`config.mk`:
```
export PLATFORM = sky130hd
export DESIGN_NAME = sorted_list_table_core
export DESIGN_NICKNAME = d
export VERILOG_FILES = /design/src/hdl/slt_pkg.sv /design/src/hdl/slt_ram.sv /design/src/hdl/slt_ctrl.sv /design/src/hdl/sorted_list_table_core.sv
export SDC_FILE = /design/constraint.sdc
export NUM_CORES = 1
export LEC_CHECK = 0
export ABC_CLOCK_PERIOD_IN_PS = 5780
export BUFFER_PORTS_ARGS = -buffer_cell sky130_fd_sc_hd__buf_2
export CORE_ASPECT_RATIO = 1.5
export CORE_MARGIN = 5
export CORE_UTILIZATION = 63
export DETAILED_ROUTE_END_ITERATION = 16
export PLACE_DENSITY = 0.8
export SLEW_MARGIN = 20
export SYNTH_ARGS = -nofsm -noshare
export SYNTH_HDL_FRONTEND = slang
export SYNTH_SLANG_ARGS = --single-unit
export TNS_END_PERCENT = 5
```
`constraint.sdc`:
```
create_clock -name clk -period 5.78 [get_ports clk]
set_clock_uncertainty 0.05 [all_clocks]
set_input_delay 0.867 -clock clk [delete_from_list [all_inputs] [get_ports clk]]
set_output_delay 0.867 -clock clk [all_outputs]
set_load 0.005 [all_outputs]
```
`src/hdl/slt_pkg.sv`:
```
// Package for the sorted list table: operation and status codes, field widths
// and the item and result structures shared by the controller and the top level.
// No dependencies.
package slt_pkg;

    localparam int DEPTH_DEF = 16;

    localparam int OP_W    = 3;
    localparam int VALUE_W = 32;
    localparam int POS_W   = 4;
    localparam int STAT_W  = 2;
    localparam int COUNT_W = 5;
    localparam int TOTAL_W = 36;

    localparam logic [OP_W-1:0] OP_INSERT    = 3'd0;
    localparam logic [OP_W-1:0] OP_DEL_AT    = 3'd1;
    localparam logic [OP_W-1:0] OP_DEL_VAL   = 3'd2;
    localparam logic [OP_W-1:0] OP_CLEAR     = 3'd3;
    localparam logic [OP_W-1:0] OP_MAKE_POS  = 3'd4;
    localparam logic [OP_W-1:0] OP_SEARCH    = 3'd5;

    localparam logic [STAT_W-1:0] ST_DONE      = 2'd0;
    localparam logic [STAT_W-1:0] ST_FULL      = 2'd1;
    localparam logic [STAT_W-1:0] ST_NOT_FOUND = 2'd2;

    typedef struct packed {
        logic [POS_W-1:0]          position;
        logic signed [VALUE_W-1:0] value;
        logic [OP_W-1:0]           operation;
    } item_t;

    typedef struct packed {
        logic signed [TOTAL_W-1:0] total;
        logic [COUNT_W-1:0]        count;
        logic                      found;
        logic [STAT_W-1:0]         status;
    } result_t;

endpackage

```
`src/hdl/slt_ram.sv`:
```
// Entry store of the sorted list table: one write port and one registered read port.
// Depends on nothing; the address width follows from DEPTH.
module slt_ram #(
    parameter int DEPTH = 16,
    parameter int AW    = $clog2(DEPTH)
) (
    input  logic                clk,
    input  logic                rd_en,
    input  logic [AW-1:0]       rd_addr,
    output logic signed [31:0]  rd_data,
    input  logic                wr_en,
    input  logic [AW-1:0]       wr_addr,
    input  logic signed [31:0]  wr_data
);

    logic signed [31:0] mem [DEPTH];
    logic signed [31:0] rd_data_reg;

    always_ff @(posedge clk)
    begin
        if (wr_en)
        begin
            mem[wr_addr] <= wr_data;
        end
        if (rd_en)
        begin
            rd_data_reg <= mem[rd_addr];
        end
    end

    assign rd_data = rd_data_reg;

endmodule

```
`src/hdl/slt_ctrl.sv`:
```
// Sequencer of the sorted list table: walks the entry store one entry per cycle,
// holds the entry count and running sum. Depends on slt_pkg and drives slt_ram.
module slt_ctrl #(
    parameter int DEPTH = slt_pkg::DEPTH_DEF,
    parameter int AW    = $clog2(DEPTH),
    parameter int CW    = $clog2(DEPTH + 1)
) (
    input  logic                clk,
    input  logic                rst_n,
    input  logic                in_valid,
    output logic                in_ready,
    input  slt_pkg::item_t      in_item,
    output logic                res_valid,
    input  logic                res_ready,
    output slt_pkg::result_t    res,
    output logic                rd_en,
    output logic [AW-1:0]       rd_addr,
    input  logic signed [31:0]  rd_data,
    output logic                wr_en,
    output logic [AW-1:0]       wr_addr,
    output logic signed [31:0]  wr_data
);

    import slt_pkg::*;

    localparam int PW = (CW > POS_W) ? CW : POS_W;

    localparam logic [3:0] S_IDLE     = 4'd0;
    localparam logic [3:0] S_INS_CMP  = 4'd1;
    localparam logic [3:0] S_INS_LAST = 4'd2;
    localparam logic [3:0] S_DEL_CAP  = 4'd3;
    localparam logic [3:0] S_DEL_SH   = 4'd4;
    localparam logic [3:0] S_DV_CMP   = 4'd5;
    localparam logic [3:0] S_MP_WR    = 4'd6;
    localparam logic [3:0] S_SO_KEY   = 4'd7;
    localparam logic [3:0] S_SO_LD    = 4'd8;
    localparam logic [3:0] S_SR_RD    = 4'd9;
    localparam logic [3:0] S_SR_CMP   = 4'd10;
    localparam logic [3:0] S_DONE     = 4'd11;

    logic [3:0]                state_reg, state_next;
    logic [OP_W-1:0]           op_reg, op_next;
    logic signed [VALUE_W-1:0] key_reg, key_next;
    logic [CW-1:0]             idx_reg, idx_next;
    logic [CW-1:0]             i_reg, i_next;
    logic [CW-1:0]             lo_reg, lo_next;
    logic [CW-1:0]             hi_reg, hi_next;
    logic [CW-1:0]             count_reg, count_next;
    logic signed [TOTAL_W-1:0] sum_reg, sum_next;
    logic [STAT_W-1:0]         status_reg, status_next;
    logic                      found_reg, found_next;

    logic [CW-1:0]             idx_p1;
    logic [CW-1:0]             idx_p2;
    logic [CW-1:0]             idx_m1;
    logic [CW-1:0]             idx_m2;
    logic [CW-1:0]             i_p1;
    logic [CW:0]               lo_hi_sum;
    logic [CW-1:0]             mid;
    logic signed [VALUE_W-1:0] abs_val;
    logic signed [TOTAL_W-1:0] rd_ext;
    logic signed [TOTAL_W-1:0] in_ext;
    logic signed [TOTAL_W-1:0] abs_ext;
    logic                      rd_gt_key;
    logic                      pos_ok;

    assign idx_p1    = idx_reg + CW'(1);
    assign idx_p2    = idx_reg + CW'(2);
    assign idx_m1    = idx_reg - CW'(1);
    assign idx_m2    = idx_reg - CW'(2);
    assign i_p1      = i_reg + CW'(1);
    assign lo_hi_sum = {1'b0, lo_reg} + {1'b0, hi_reg};
    assign mid       = lo_hi_sum[CW:1];
    assign rd_gt_key = rd_data > key_reg;
    assign pos_ok    = PW'(in_item.position) < PW'(count_reg);

    always_comb
    begin
        if (rd_data == 32'sh8000_0000)
        begin
            abs_val = 32'sh7FFF_FFFF;
        end
        else if (rd_data < 0)
        begin
            abs_val = -rd_data;
        end
        else
        begin
            abs_val = rd_data;
        end
    end

    assign rd_ext  = {{(TOTAL_W - VALUE_W){rd_data[VALUE_W-1]}}, rd_data};
    assign in_ext  = {{(TOTAL_W - VALUE_W){in_item.value[VALUE_W-1]}}, in_item.value};
    assign abs_ext = {{(TOTAL_W - VALUE_W){abs_val[VALUE_W-1]}}, abs_val};

    always_comb
    begin
        state_next  = state_reg;
        op_next     = op_reg;
        key_next    = key_reg;
        idx_next    = idx_reg;
        i_next      = i_reg;
        lo_next     = lo_reg;
        hi_next     = hi_reg;
        count_next  = count_reg;
        sum_next    = sum_reg;
        status_next = status_reg;
        found_next  = found_reg;
        in_ready    = 1'b0;
        res_valid   = 1'b0;
        rd_en       = 1'b0;
        rd_addr     = idx_reg[AW-1:0];
        wr_en       = 1'b0;
        wr_addr     = idx_reg[AW-1:0];
        wr_data     = rd_data;

        case (state_reg)
            S_IDLE:
            begin
                in_ready = 1'b1;
                if (in_valid)
                begin
                    op_next     = in_item.operation;
                    key_next    = in_item.value;
                    status_next = ST_DONE;
                    found_next  = 1'b0;
                    state_next  = S_DONE;
                    case (in_item.operation)
                        OP_INSERT:
                        begin
                            if (count_reg == CW'(DEPTH))
                            begin
                                status_next = ST_FULL;
                            end
                            else
                            begin
                                count_next = count_reg + CW'(1);
                                sum_next   = sum_reg + in_ext;
                                if (count_reg == '0)
                                begin
                                    wr_en   = 1'b1;
                                    wr_addr = '0;
                                    wr_data = in_item.value;
                                end
                                else
                                begin
                                    rd_en      = 1'b1;
                                    rd_addr    = AW'(count_reg - CW'(1));
                                    idx_next   = count_reg;
                                    state_next = S_INS_CMP;
                                end
                            end
                        end
                        OP_DEL_AT:
                        begin
                            if (pos_ok)
                            begin
                                rd_en      = 1'b1;
                                rd_addr    = AW'(in_item.position);
                                idx_next   = CW'(in_item.position);
                                state_next = S_DEL_CAP;
                            end
                            else
                            begin
                                status_next = ST_NOT_FOUND;
                            end
                        end
                        OP_DEL_VAL:
                        begin
                            if (count_reg != '0)
                            begin
                                rd_en      = 1'b1;
                                rd_addr    = '0;
                                idx_next   = '0;
                                state_next = S_DV_CMP;
                            end
                            else
                            begin
                                status_next = ST_NOT_FOUND;
                            end
                        end
                        OP_CLEAR:
                        begin
                            count_next = '0;
                            sum_next   = '0;
                        end
                        OP_MAKE_POS:
                        begin
                            if (count_reg != '0)
                            begin
                                rd_en      = 1'b1;
                                rd_addr    = '0;
                                idx_next   = '0;
                                sum_next   = '0;
                                state_next = S_MP_WR;
                            end
                        end
                        OP_SEARCH:
                        begin
                            lo_next    = '0;
                            hi_next    = count_reg;
                            state_next = S_SR_RD;
                        end
                        default:
                        begin
                            state_next = S_DONE;
                        end
                    endcase
                end
            end

            S_INS_CMP:
            begin
                wr_en = 1'b1;
                if (rd_gt_key)
                begin
                    wr_data  = rd_data;
                    idx_next = idx_m1;
                    if (idx_reg == CW'(1))
                    begin
                        state_next = S_INS_LAST;
                    end
                    else
                    begin
                        rd_en   = 1'b1;
                        rd_addr = idx_m2[AW-1:0];
                    end
                end
                else
                begin
                    wr_data = key_reg;
                    if (op_reg == OP_MAKE_POS)
                    begin
                        i_next     = i_p1;
                        state_next = (i_p1 < count_reg) ? S_SO_KEY : S_DONE;
                    end
                    else
                    begin
                        state_next = S_DONE;
                    end
                end
            end

            S_INS_LAST:
            begin
                wr_en   = 1'b1;
                wr_data = key_reg;
                if (op_reg == OP_MAKE_POS)
                begin
                    i_next     = i_p1;
                    state_next = (i_p1 < count_reg) ? S_SO_KEY : S_DONE;
                end
                else
                begin
                    state_next = S_DONE;
                end
            end

            S_DEL_CAP, S_DV_CMP:
            begin
                if (state_reg == S_DEL_CAP || rd_data == key_reg)
                begin
                    count_next = count_reg - CW'(1);
                    sum_next   = sum_reg - rd_ext;
                    if (idx_p1 < count_reg)
                    begin
                        rd_en      = 1'b1;
                        rd_addr    = idx_p1[AW-1:0];
                        state_next = S_DEL_SH;
                    end
                    else
                    begin
                        state_next = S_DONE;
                    end
                end
                else if (idx_p1 < count_reg)
                begin
                    rd_en    = 1'b1;
                    rd_addr  = idx_p1[AW-1:0];
                    idx_next = idx_p1;
                end
                else
                begin
                    status_next = ST_NOT_FOUND;
                    state_next  = S_DONE;
                end
            end

            S_DEL_SH:
            begin
                wr_en   = 1'b1;
                wr_data = rd_data;
                if (idx_p1 < count_reg)
                begin
                    rd_en    = 1'b1;
                    rd_addr  = idx_p2[AW-1:0];
                    idx_next = idx_p1;
                end
                else
                begin
                    state_next = S_DONE;
                end
            end

            S_MP_WR:
            begin
                wr_en    = 1'b1;
                wr_data  = abs_val;
                sum_next = sum_reg + abs_ext;
                if (idx_p1 < count_reg)
                begin
                    rd_en    = 1'b1;
                    rd_addr  = idx_p1[AW-1:0];
                    idx_next = idx_p1;
                end
                else if (count_reg > CW'(1))
                begin
                    i_next     = CW'(1);
                    state_next = S_SO_KEY;
                end
                else
                begin
                    state_next = S_DONE;
                end
            end

            S_SO_KEY:
            begin
                rd_en      = 1'b1;
                rd_addr    = i_reg[AW-1:0];
                state_next = S_SO_LD;
            end

            S_SO_LD:
            begin
                key_next   = rd_data;
                rd_en      = 1'b1;
                rd_addr    = AW'(i_reg - CW'(1));
                idx_next   = i_reg;
                state_next = S_INS_CMP;
            end

            S_SR_RD:
            begin
                if (lo_reg < hi_reg)
                begin
                    rd_en      = 1'b1;
                    rd_addr    = mid[AW-1:0];
                    idx_next   = mid;
                    state_next = S_SR_CMP;
                end
                else
                begin
                    status_next = ST_NOT_FOUND;
                    state_next  = S_DONE;
                end
            end

            S_SR_CMP:
            begin
                if (rd_data == key_reg)
                begin
                    found_next = 1'b1;
                    state_next = S_DONE;
                end
                else if (rd_gt_key)
                begin
                    hi_next    = idx_reg;
                    state_next = S_SR_RD;
                end
                else
                begin
                    lo_next    = idx_p1;
                    state_next = S_SR_RD;
                end
            end

            S_DONE:
            begin
                res_valid = 1'b1;
                if (res_ready)
                begin
                    state_next = S_IDLE;
                end
            end

            default:
            begin
                state_next = S_IDLE;
            end
        endcase
    end

    always_ff @(posedge clk or negedge rst_n)
    begin
        if (!rst_n)
        begin
            state_reg  <= S_IDLE;
            op_reg     <= OP_CLEAR;
            idx_reg    <= '0;
            i_reg      <= '0;
            lo_reg     <= '0;
            hi_reg     <= '0;
            count_reg  <= '0;
            sum_reg    <= '0;
            status_reg <= ST_DONE;
            found_reg  <= 1'b0;
        end
        else
        begin
            state_reg  <= state_next;
            op_reg     <= op_next;
            idx_reg    <= idx_next;
            i_reg      <= i_next;
            lo_reg     <= lo_next;
            hi_reg     <= hi_next;
            count_reg  <= count_next;
            sum_reg    <= sum_next;
            status_reg <= status_next;
            found_reg  <= found_next;
        end
    end

    always_ff @(posedge clk)
    begin
        key_reg <= key_next;
    end

    assign res.status = status_reg;
    assign res.found  = found_reg;
    assign res.count  = COUNT_W'(count_reg);
    assign res.total  = sum_reg;

endmodule

```
`src/hdl/sorted_list_table_core.sv`:
```
// Top level of the sorted list table: stream ports, output word register and checks.
// Depends on slt_pkg, slt_ctrl and slt_ram.
//
// The block keeps an ascending list of up to DEPTH signed 32-bit entries in a
// single-port-read RAM and answers every input word with one result word. Work
// is done one item at a time and its length is set by the RAM read port, which
// moves one entry per cycle: clear and ignored codes touch no entry, insert
// shifts each larger entry up by one, delete_at and delete_value shift the
// entries above the removed one down, delete_value first scans from the bottom
// for the match, search probes the list by bisection, and make_positive makes
// an absolute-value pass over all entries followed by an insertion sort.
// The entry RAM has no reset and needs no clearing pass.
// A result waits in the output register while the next input word is taken.
module sorted_list_table_core #(
    parameter int DEPTH = slt_pkg::DEPTH_DEF
) (
    input  logic        clk,
    input  logic        rst_n,
    input  logic        s_tvalid,
    output logic        s_tready,
    input  logic [39:0] s_tdata,   // value[31:0], position[35:32], zero[39:36]
    input  logic [2:0]  s_tuser,   // operation[2:0]
    output logic        m_tvalid,
    input  logic        m_tready,
    output logic [47:0] m_tdata    // status[1:0], found[2], count[7:3], total[43:8], zero
);

    import slt_pkg::*;

    localparam int AW = $clog2(DEPTH);
    localparam int CW = $clog2(DEPTH + 1);

    item_t              item;
    result_t            res;
    result_t            out_reg, out_next;
    logic               out_valid_reg, out_valid_next;
    logic               res_valid;
    logic               res_ready;
    logic               rd_en;
    logic [AW-1:0]      rd_addr;
    logic signed [31:0] rd_data;
    logic               wr_en;
    logic [AW-1:0]      wr_addr;
    logic signed [31:0] wr_data;

    assign item.operation = s_tuser;
    assign item.value     = s_tdata[31:0];
    assign item.position  = s_tdata[35:32];

    slt_ctrl #(
        .DEPTH (DEPTH),
        .AW    (AW),
        .CW    (CW)
    ) u_ctrl (
        .clk       (clk),
        .rst_n     (rst_n),
        .in_valid  (s_tvalid),
        .in_ready  (s_tready),
        .in_item   (item),
        .res_valid (res_valid),
        .res_ready (res_ready),
        .res       (res),
        .rd_en     (rd_en),
        .rd_addr   (rd_addr),
        .rd_data   (rd_data),
        .wr_en     (wr_en),
        .wr_addr   (wr_addr),
        .wr_data   (wr_data)
    );

    slt_ram #(
        .DEPTH (DEPTH),
        .AW    (AW)
    ) u_ram (
        .clk     (clk),
        .rd_en   (rd_en),
        .rd_addr (rd_addr),
        .rd_data (rd_data),
        .wr_en   (wr_en),
        .wr_addr (wr_addr),
        .wr_data (wr_data)
    );

    assign res_ready = !out_valid_reg || m_tready;

    always_comb
    begin
        out_valid_next = out_valid_reg;
        out_next       = out_reg;
        if (res_valid && res_ready)
        begin
            out_valid_next = 1'b1;
            out_next       = res;
        end
        else if (m_tready)
        begin
            out_valid_next = 1'b0;
        end
    end

    always_ff @(posedge clk or negedge rst_n)
    begin
        if (!rst_n)
        begin
            out_valid_reg <= 1'b0;
        end
        else
        begin
            out_valid_reg <= out_valid_next;
        end
    end

    always_ff @(posedge clk)
    begin
        out_reg <= out_next;
    end

    assign m_tvalid = out_valid_reg;
    assign m_tdata  = {4'b0, out_reg.total, out_reg.count, out_reg.found, out_reg.status};

`ifndef ASSERT_OFF
    a_no_result_on_accept: assert property (@(posedge clk) disable iff (!rst_n)
        s_tvalid && s_tready |-> !res_valid)
        else $error("result pending while a new word is accepted");

    a_result_held: assert property (@(posedge clk) disable iff (!rst_n)
        res_valid && !res_ready |=> res_valid)
        else $error("stalled result dropped by the sequencer");

    a_full_means_depth: assert property (@(posedge clk) disable iff (!rst_n)
        m_tvalid && out_reg.status == ST_FULL |-> out_reg.count == COUNT_W'(DEPTH))
        else $error("full status with a count below depth");

    a_found_means_done: assert property (@(posedge clk) disable iff (!rst_n)
        m_tvalid && out_reg.found |-> out_reg.status == ST_DONE)
        else $error("found flag with a failing status");
`endif

endmodule

```
==> impl_results.html, run 1 <==
<table>
<tr><th>Metric</th><th>Value</th></tr>
<tr><th colspan="2">Run status</th></tr>
<tr><td>Outcome</td><td>complete, no violations</td></tr>
<tr><th colspan="2">Setup path</th></tr>
<tr><td>Cell with the largest stage delay on the worst path</td><td>or4_1</td></tr>
<tr><td>Critical-path cell list</td><td>inv_1 &gt; ha_1 &gt; or4b_4 &gt; nor4_4 &gt; nand4b_1 &gt; or4_1 &gt; or4_1 &gt; buf_12 &gt; nand2_1 &gt; ha_1 &gt; a21oi_1 &gt; a21oi_1 &gt; a2111oi_1 &gt; o21ai_0 &gt; or3_1 &gt; o2111ai_4 &gt; a21boi_2 &gt; or3_1 &gt; a31oi_1</td></tr>
<tr><td>Highest cell delay on the worst timing path</td><td>0.54 ns</td></tr>
<tr><td>R2r endpoint</td><td>u_ctrl.sum_reg[32]</td></tr>
<tr><td>Logic depth of the worst setup path including buffers</td><td>19</td></tr>
<tr><td>R2R depth</td><td>19</td></tr>
<tr><td>Worst Path Max Fanout</td><td>27</td></tr>
<tr><td>Number of buffer and inverter instances along the worst setup path</td><td>2</td></tr>
<tr><td>First element of the critical path</td><td>u_ram.rd_data[0]</td></tr>
<tr><td>Endpoint arrival time on the critical path</td><td>6.06 ns</td></tr>
<tr><td>Worst R2R Setup Slack</td><td>0.21 ns</td></tr>
<tr><td>Worst EP required</td><td>6.27 ns</td></tr>
<tr><td>Crit path kind</td><td>flop to flop</td></tr>
<tr><td>Critical Path Source Type</td><td>flop</td></tr>
<tr><td>Top Family by Delay on Critical Path</td><td>simple AND/OR/NAND/NOR gates</td></tr>
<tr><td>Launch point of the worst reg-to-reg path</td><td>u_ram.rd_data[0]</td></tr>
<tr><td>Kind of capture point of the worst setup path</td><td>flop</td></tr>
<tr><td>Capturing element of the worst setup path</td><td>u_ctrl.sum_reg[32]</td></tr>
<tr><th colspan="2">Hold path</th></tr>
<tr><td>Worst min-delay path category</td><td>primary input to async pin</td></tr>
<tr><th colspan="2">Timing</th></tr>
<tr><td>Ratio of final minimum period to clock period</td><td>96.36%</td></tr>
<tr><td># setup viols final</td><td>0</td></tr>
<tr><td>Number of max-slew violations in the final report</td><td>0</td></tr>
<tr><td>Max-slew headroom</td><td>25.45%</td></tr>
<tr><td>Crit path time final</td><td>5.570 ns</td></tr>
<tr><td>Transition time at the pin with the least slew margin</td><td>1.116 ns</td></tr>
<tr><td>Fmax achieved</td><td>0.1795 GHz</td></tr>
<tr><td>Setup repair after global routing missed its margin</td><td>yes</td></tr>
<tr><td>Number of hold violations in the final report</td><td>0</td></tr>
<tr><th colspan="2">Logic synthesis</th></tr>
<tr><td>Share of synthesized area occupied by flip-flops and latches</td><td>56.02%</td></tr>
<tr><td>Post-synth EDFFs</td><td>620</td></tr>
<tr><td>Yosys cell types</td><td>91</td></tr>
<tr><td>Gate Count Post-Synth</td><td>2928</td></tr>
<tr><td>Post-synth top area share</td><td>51.07%</td></tr>
<tr><td>Most frequent cells after synthesis</td><td>620 x edfxtp_1, 485 x mux2i_1, 216 x nand2_1</td></tr>
<tr><td>Register bit count reported by yosys</td><td>692</td></tr>
<tr><td>Post-synthesis async set-or-reset flop share</td><td>10.40%</td></tr>
<tr><td>Mean post-synth cell area</td><td>12.45 um^2</td></tr>
<tr><td>Cell types occupying the most area after synthesis</td><td>edfxtp_1 51%, mux2i_1 13%, dfrtp_1 4.8%, ha_1 4.6%, nand2_1 2.2%</td></tr>
<tr><td>Cell area after synthesis</td><td>0.03645 mm^2</td></tr>
<tr><td>Most area-hungry cell type in the Yosys netlist</td><td>edfxtp_1</td></tr>
<tr><td>Yosys warns</td><td>0</td></tr>
<tr><td>Main synth FF type</td><td>edfxtp_1</td></tr>
<tr><td>Top-count cell post-synth</td><td>edfxtp_1</td></tr>
<tr><th colspan="2">Global routing</th></tr>
<tr><td>Maximum number of pins on one net before global-route repair</td><td>65</td></tr>
<tr><td>Aggregate global routing overflow</td><td>0</td></tr>
<tr><td>Wire length of the first global-routing pass</td><td>141600 um</td></tr>
<tr><td>Initial antenna violation count</td><td>1</td></tr>
<tr><td>Via count of the first global-routing pass</td><td>24590</td></tr>
<tr><td>Global-route usage over all layers</td><td>29.09%</td></tr>
<tr><th colspan="2">Finish</th></tr>
<tr><td>Number of flip-flops in the largest register</td><td>512</td></tr>
<tr><td>Final net count</td><td>3210</td></tr>
<tr><td>Fill cell instance count of the final layout</td><td>4062</td></tr>
<tr><td>Share of layout cells above drive strength 1</td><td>12.51%</td></tr>
<tr><td>Area grow syn2layout</td><td>10.72%</td></tr>
<tr><td>Final Instance Area</td><td>0.04036 mm^2</td></tr>
<tr><th colspan="2">Routing</th></tr>
<tr><td>Amount of wire on met2 after detailed routing</td><td>46990 um</td></tr>
<tr><td>Overall routed net length</td><td>94530 um</td></tr>
<tr><td>Highest signal layer in the routed design</td><td>met5</td></tr>
<tr><td>Post-route DRC</td><td>0</td></tr>
<tr><td>Total via count in the routed design</td><td>24890</td></tr>
<tr><td>Met3 routed wirelength</td><td>5632 um</td></tr>
<tr><td>Detail-routed via count per cell</td><td>6.468</td></tr>
<tr><td>DRT iter0 DRCs</td><td>2199</td></tr>
<tr><td>Metal-1 WL</td><td>37610 um</td></tr>
<tr><td>Avg WL per Cell</td><td>24.57 um</td></tr>
<tr><td>Antenna-violating nets left</td><td>0</td></tr>
<tr><td>First-pass DRT Iterations</td><td>8</td></tr>
<tr><th colspan="2">Clock network</th></tr>
<tr><td>Number of H-tree levels</td><td>2</td></tr>
<tr><td>Hold bufs inserted after CTS</td><td>0</td></tr>
<tr><td>Total number of clock tree sinks</td><td>692</td></tr>
<tr><td>Clock tree from TritonCTS</td><td>done</td></tr>
<tr><td>Num CTS Buffers</td><td>59</td></tr>
<tr><td>Clock root cell</td><td>clkbuf_16</td></tr>
<tr><td>Insertion delay to the later sink of the worst-skew pair</td><td>0.66 ns</td></tr>
<tr><td>Clock slew at the register clock pins of the worst setup and hold paths</td><td>0.08 ns</td></tr>
<tr><td>Clock Path Buffers</td><td>3</td></tr>
<tr><th colspan="2">Place</th></tr>
<tr><td>Cell area after placement</td><td>0.03819 mm^2</td></tr>
<tr><td>Number of buffers inserted by port buffering</td><td>88</td></tr>
<tr><td>Global placement routability congestion</td><td>0.9501</td></tr>
<tr><td>DP Wirelength</td><td>63370 um</td></tr>
<tr><th colspan="2">Floorplanning</th></tr>
<tr><td>Initial core utilization</td><td>63.33%</td></tr>
<tr><td>Chip Height</td><td>304.6 um</td></tr>
<tr><td>Die X</td><td>206.4 um</td></tr>
<tr><td>Die Outline Area</td><td>0.06288 mm^2</td></tr>
<tr><td>I/O pin count</td><td>97</td></tr>
<tr><td>Placeable Area</td><td>0.05757 mm^2</td></tr>
<tr><td>Standard-cell rows</td><td>108</td></tr>
<tr><th colspan="2">Flow run</th></tr>
<tr><td>Max Cap Viol</td><td>0</td></tr>
</table>
==> logic make-up after synthesis <==
logic type	Yosys count	share of synthesized area (%)
and+or+nand+nor	645	8.340
xor gates and xnor gates	118	2.835
DFF	692	56.02
muxes	525	14.55
buffers and inverters	240	3.010
AOI/OAI and AO/OA	568	10.41
adders and majority gates	139	4.819
other	1	0.01029
==> cells in the final DEF (no fill, tap or decap), types with 10 or more instances in the layout <==
cell type | Yosys | final
xor2_1 | 62 | 61
nand2_1 | 216 | 215
o21ai_1 | 12 | 14
and3_1 | 16 | 16
nor2_1 | 190 | 176
buf_2 | 43 | 87
o21ai_0 | 100 | 95
o21a_1 | 20 | 20
a21o_1 | 39 | 39
clkbuf_1 | 84 | 16
clkbuf_16 | 0 | 59
a211oi_1 | 16 | 14
nor2_4 | 0 | 13
xnor2_1 | 56 | 56
dfrtp_1 | 70 | 70
a21oi_1 | 156 | 155
edfxtp_1 | 620 | 620
or3_1 | 28 | 28
inv_1 | 75 | 75
mux2_2 | 40 | 40
buf_12 | 0 | 10
a31oi_1 | 21 | 21
o22ai_1 | 12 | 12
nand4_1 | 16 | 16
o211ai_1 | 14 | 14
buf_4 | 20 | 98
a22oi_1 | 14 | 13
nor2b_1 | 13 | 13
nor4_1 | 10 | 10
ha_1 | 134 | 134
nor3_1 | 42 | 38
bufinv_16 | 0 | 11
mux2i_1 | 485 | 485
nand3_1 | 41 | 41
a221oi_1 | 56 | 54
nand2b_1 | 18 | 18
o31ai_1 | 14 | 13
==> how the worst min path moves through the flow <==
| stage | start | to | cells after the start |
|---|---|---|---|
| final | rst_n | u_ctrl.count_reg[1] | 1 |
| after global routing | rst_n | u_ctrl.count_reg[1] | 1 |
| after CTS | rst_n | u_ctrl.count_reg[1] | 1 |
| after detailed placement | u_ctrl.status_reg[0] | m_tdata[0] | 0 |
| after global placement | u_ctrl.status_reg[0] | m_tdata[0] | 0 |
| after floorplan | u_ctrl.status_reg[0] | m_tdata[0] | 0 |
==> routing by layer <==
layer,vias up,GRT usage [%]
li1,11340,-
met1,12390,38.57
met2,938,48.91
met3,222,3.159
met4,2,12.17
met5,-,0
==> through the flow <==
step / hold slack [ns] / std cells / setup TNS (ns) / worst slack, ns / utilization (%)
finish: 0.09683 / 3848 / 0 / 0.2102 / 70.11
CTS: 0.07666 / 3846 / 0 / 0.004130 / 69.95
global placement: 0.3927 / 3733 / 0 / 0.03051 / 66.29
global route: 0.09301 / 3847 / -0.2358 / -0.1158 / 70.11
floorplan: 0.3711 / 2931 / 0 / 0.4352 / -
detailed placement: 0.3948 / 3734 / 0 / 0.02614 / 66.34
==> final cells by class <==
| class | count | area [um^2] | area share, % |
|---|---|---|---|
| Antenna cell | 1 | 2.502 | 0.006200 |
| Clock buffer | 76 | 1550 | 3.841 |
| Clock inverter | 36 | 519.2 | 1.287 |
| Inverter | 78 | 292.8 | 0.7254 |
| Multi-Input combinational cell | 1999 | 15210 | 37.69 |
| Sequential cell | 692 | 20420 | 50.60 |
| Tap cell | 770 | 963.4 | 2.387 |
| Timing Repair Buffer | 196 | 1399 | 3.466 |
==> worst reg2reg max path, cell delays in order, from the launching register on <==
cell	delay, ns
edfxtp_1	0.39
inv_1	0.13
ha_1	0.19
or4b_4	0.53
nor4_4	0.19
nand4b_1	0.18
or4_1	0.48
or4_1	0.55
buf_12	0.19
nand2_1	0.07
ha_1	0.26
a21oi_1	0.15
a21oi_1	0.09
a2111oi_1	0.48
o21ai_0	0.21
or3_1	0.40
o2111ai_4	0.29
a21boi_2	0.10
or3_1	0.35
a31oi_1	0.18
==> timing repair <==
item	CTS	global route
pin swaps	0	3
setup buffers	0	1
resized for setup	2	18
setup endpoints to repair	3	9
Power of run 1 is left out: the tool's default activity adds up to more than one toggle a clock period on the data nets, which glitch-free logic cannot reach.
==> run 2: changes to the inputs <==
CORE_UTILIZATION = 24   (was 63)
CTS_BUF_LIST = sky130_fd_sc_hd__clkbuf_2 sky130_fd_sc_hd__clkbuf_4 sky130_fd_sc_hd__clkbuf_8   (was not set)
PLACE_DENSITY = not set   (was 0.8)
==> run 2 against run 1 <==
Against the previous run: maximum frequency grew 1.0%; via count shrank 1.7%; hold slack gained 0.31 ns; clock-buffer cell count grew 34; critical path type unchanged; wire length grew 3.5%.
==> impl_results.html, run 2 (same netlist as run 1, synthesis figures left out) <==
<table>
<tr><th>Metric</th><th>Value</th></tr>
<tr><th colspan="2">Run status</th></tr>
<tr><td>Outcome</td><td>complete, no violations (unchanged)</td></tr>
<tr><th colspan="2">Routing</th></tr>
<tr><td>Antenna-violating nets left</td><td>0 (unchanged)</td></tr>
<tr><td>Avg WL per Cell</td><td>18.72 um (was 24.57 um)</td></tr>
<tr><td>Post-route DRC</td><td>0 (unchanged)</td></tr>
<tr><td>Detail-routed via count per cell</td><td>4.680 (was 6.468)</td></tr>
<tr><td>Total via count in the routed design</td><td>24460 (was 24890)</td></tr>
<tr><td>DRT iter0 DRCs</td><td>1251 (was 2199)</td></tr>
<tr><td>Overall routed net length</td><td>97840 um (was 94530 um)</td></tr>
<tr><td>First-pass DRT Iterations</td><td>5 (was 8)</td></tr>
<tr><th colspan="2">Global routing</th></tr>
<tr><td>Wire length of the first global-routing pass</td><td>148200 um (was 141600 um)</td></tr>
<tr><td>Global-route usage over all layers</td><td>11.87% (was 29.09%)</td></tr>
<tr><td>Maximum number of pins on one net before global-route repair</td><td>56 (was 65)</td></tr>
<tr><td>Aggregate global routing overflow</td><td>0 (unchanged)</td></tr>
<tr><td>Initial antenna violation count</td><td>3 (was 1)</td></tr>
<tr><td>Via count of the first global-routing pass</td><td>25020 (was 24590)</td></tr>
<tr><th colspan="2">Timing</th></tr>
<tr><td>Fmax achieved</td><td>0.1814 GHz (was 0.1795 GHz)</td></tr>
<tr><td>Max-slew headroom</td><td>26.37% (was 25.45%)</td></tr>
<tr><td>Number of hold violations in the final report</td><td>0 (unchanged)</td></tr>
<tr><td>Setup repair after global routing missed its margin</td><td>yes (unchanged)</td></tr>
<tr><td>Final worst hold slack</td><td>0.4035 ns (was 0.09683 ns)</td></tr>
<tr><td>Transition time at the pin with the least slew margin</td><td>1.101 ns (was 1.116 ns)</td></tr>
<tr><td>Crit path time final</td><td>5.514 ns (was 5.570 ns)</td></tr>
<tr><td>Ratio of final minimum period to clock period</td><td>95.40% (was 96.36%)</td></tr>
<tr><td>Number of max-slew violations in the final report</td><td>0 (unchanged)</td></tr>
<tr><td># setup viols final</td><td>0 (unchanged)</td></tr>
<tr><th colspan="2">Clock network</th></tr>
<tr><td>Clock root cell</td><td>clkbuf_8 (was clkbuf_16)</td></tr>
<tr><td>Number of H-tree levels</td><td>3 (was 2)</td></tr>
<tr><td>Total number of clock tree sinks</td><td>692 (unchanged)</td></tr>
<tr><td>Num CTS Buffers</td><td>94 (was 59)</td></tr>
<tr><td>Clock slew at the register clock pins of the worst setup and hold paths</td><td>0.08 ns (about the same)</td></tr>
<tr><td>Clock Path Buffers</td><td>3 (unchanged)</td></tr>
<tr><td>Post-CTS Setup Bufs</td><td>0 (unchanged)</td></tr>
<tr><td>Clock tree from TritonCTS</td><td>done (unchanged)</td></tr>
<tr><td>Insertion delay to the later sink of the worst-skew pair</td><td>0.76 ns (was 0.66 ns)</td></tr>
<tr><th colspan="2">Setup path</th></tr>
<tr><td>Crit path kind</td><td>flop to flop (unchanged)</td></tr>
<tr><td>Most Frequent Cell on Critical Path</td><td>buf_4</td></tr>
<tr><td>Kind of capture point of the worst setup path</td><td>flop (unchanged)</td></tr>
<tr><td>Critical-path cell list</td><td>inv_1 &gt; ha_1 &gt; or4b_4 &gt; buf_4 &gt; or2_1 &gt; or3_1 &gt; or3_4 &gt; or3_4 &gt; a21oi_1 &gt; o21ai_1 &gt; ha_1 &gt; nand2_1 &gt; o21ai_2 &gt; a211oi_1 &gt; buf_4 &gt; nor4_1 &gt; a31oi_1 &gt; buf_4 &gt; o211ai_1 &gt; a2111oi_2 &gt; o311a_1 &gt; a31oi_1 &gt; o221ai_1 (was inv_1 &gt; ha_1 &gt; or4b_4 &gt; nor4_4 &gt; nand4b_1 &gt; or4_1 &gt; or4_1 &gt; buf_12 &gt; nand2_1 &gt; ha_1 &gt; a21oi_1 &gt; a21oi_1 &gt; a2111oi_1 &gt; o21ai_0 &gt; or3_1 &gt; o2111ai_4 &gt; a21boi_2 &gt; or3_1 &gt; a31oi_1)</td></tr>
<tr><td>Worst Path Max Fanout</td><td>4 (was 27)</td></tr>
<tr><td>Critical Path Source Type</td><td>flop (unchanged)</td></tr>
<tr><td>Worst EP required</td><td>6.34 ns (was 6.27 ns)</td></tr>
<tr><td>Highest cell delay on the worst timing path</td><td>0.51 ns (was 0.54 ns)</td></tr>
<tr><td>Endpoint arrival time on the critical path</td><td>6.07 ns (was 6.06 ns)</td></tr>
<tr><td>Cell with the largest stage delay on the worst path</td><td>or4b_4 (was or4_1)</td></tr>
<tr><th colspan="2">Hold path</th></tr>
<tr><td>Worst min-delay path category</td><td>flop to flop (was primary input to async pin)</td></tr>
<tr><th colspan="2">Place</th></tr>
<tr><td>Global placement routability congestion</td><td>0.9170 (was 0.9501)</td></tr>
<tr><td>Number of buffers inserted by port buffering</td><td>88 (unchanged)</td></tr>
<tr><td>DP Wirelength</td><td>67970 um (was 63370 um)</td></tr>
<tr><td>Placed Cells incl. Taps</td><td>5052 (was 3734)</td></tr>
<tr><th colspan="2">Floorplanning</th></tr>
<tr><td>Die Outline Area</td><td>0.1600 mm^2 (was 0.06288 mm^2)</td></tr>
<tr><td>Initial core utilization</td><td>24.09% (was 63.33%)</td></tr>
<tr><td>I/O pin count</td><td>97 (unchanged)</td></tr>
<tr><td>Chip Height</td><td>487.3 um (was 304.6 um)</td></tr>
<tr><td>Die X</td><td>328.2 um (was 206.4 um)</td></tr>
<tr><td>Placeable Area</td><td>0.1513 mm^2 (was 0.05757 mm^2)</td></tr>
<tr><td>Standard-cell rows</td><td>175 (was 108)</td></tr>
<tr><th colspan="2">Finish</th></tr>
<tr><td>Number of flip-flops in the largest register</td><td>512 (unchanged)</td></tr>
<tr><td>Area grow syn2layout</td><td>16.10% (was 10.72%)</td></tr>
<tr><td>Commonest non-fill, non-tap cell in the layout</td><td>edfxtp_1 (unchanged)</td></tr>
<tr><td>Final cell count without fillers</td><td>5227 (was 3848)</td></tr>
<tr><td>Final net count</td><td>3299 (was 3210)</td></tr>
<tr><td>Leading cell types in the layout, fill and taps excluded</td><td>620 x edfxtp_1, 485 x mux2i_1, 215 x nand2_1, 176 x nor2_1, 155 x a21oi_1 (unchanged)</td></tr>
<tr><td>Share of layout cells above drive strength 1</td><td>15.79% (was 12.51%)</td></tr>
<tr><th colspan="2">Flow run</th></tr>
<tr><td>Max Cap Viol</td><td>0 (unchanged)</td></tr>
</table>
run 2: path summary, 6_finish.rpt:
kind | start | end | slack (ns) | depth (start not counted)
max | u_ram.rd_data[0] | u_ctrl.sum_reg[35] | 0.27 | 23
min | u_ctrl.found_reg | m_tdata[2] | 0.40 | 0
max reg2reg | u_ram.rd_data[0] | u_ctrl.sum_reg[35] | 0.27 | 23
min reg2reg | u_ctrl.found_reg | m_tdata[2] | 0.40 | 0
max in group asynchronous | rst_n | u_ctrl.sum_reg[4] | 4.14 | 3
min in group asynchronous | rst_n | u_ctrl.idx_reg[3] | 0.47 | 2
run 2: timing repair:
item / CTS / global route
resized for setup: 1 / 14
hold endpoints to repair: 17 / 0
setup endpoints to repair: 1 / 14
pin swaps: 0 / 1
hold buffers: 1 / 0
run 2: through the flow:
step           worst slack, ns  util (%)  setup TNS, ns  area [um^2]
3_5_place_dp           0.03098     26.57              0        40200
5_1_grt               -0.04694     27.97       -0.04694        42330
3_3_place_gp           0.04427     26.57              0        40200
4_1_cts                0.05768     27.92              0        42240
6_report                0.2660     27.97              0        42330
2_1_floorplan           0.4352         -              0        36470
run 2: area by class of cell:
class,count,area (um^2)
multi-input cells,1999,15210
repair buffers,250,1819
clock buffers,110,1420
diodes,1,2.502
inverters,78,292.8
clock inverters,62,609.3
flip-flops and latches,692,20420
well taps,2035,2546
fillers,15410,109000
run 2: critical path, delay by kind of cell (launching register included):
kind            cells  cell delay [ns]
compound gates     10             1.70
fa+ha+maj           2             0.51
buf+inv             4             0.57
flops               1             0.40
simple gates        7             2.11
run 2: per-layer routing:
metal,GRT usage (%),vias to the layer above,wire (um)
met3,1.638,257,3928
met1,12.74,12020,36980
met5,0,-,0
met4,6.227,0,5236
met2,22.44,661,51700
li1,-,11520,-
Power of run 2 is left out for the same reason.
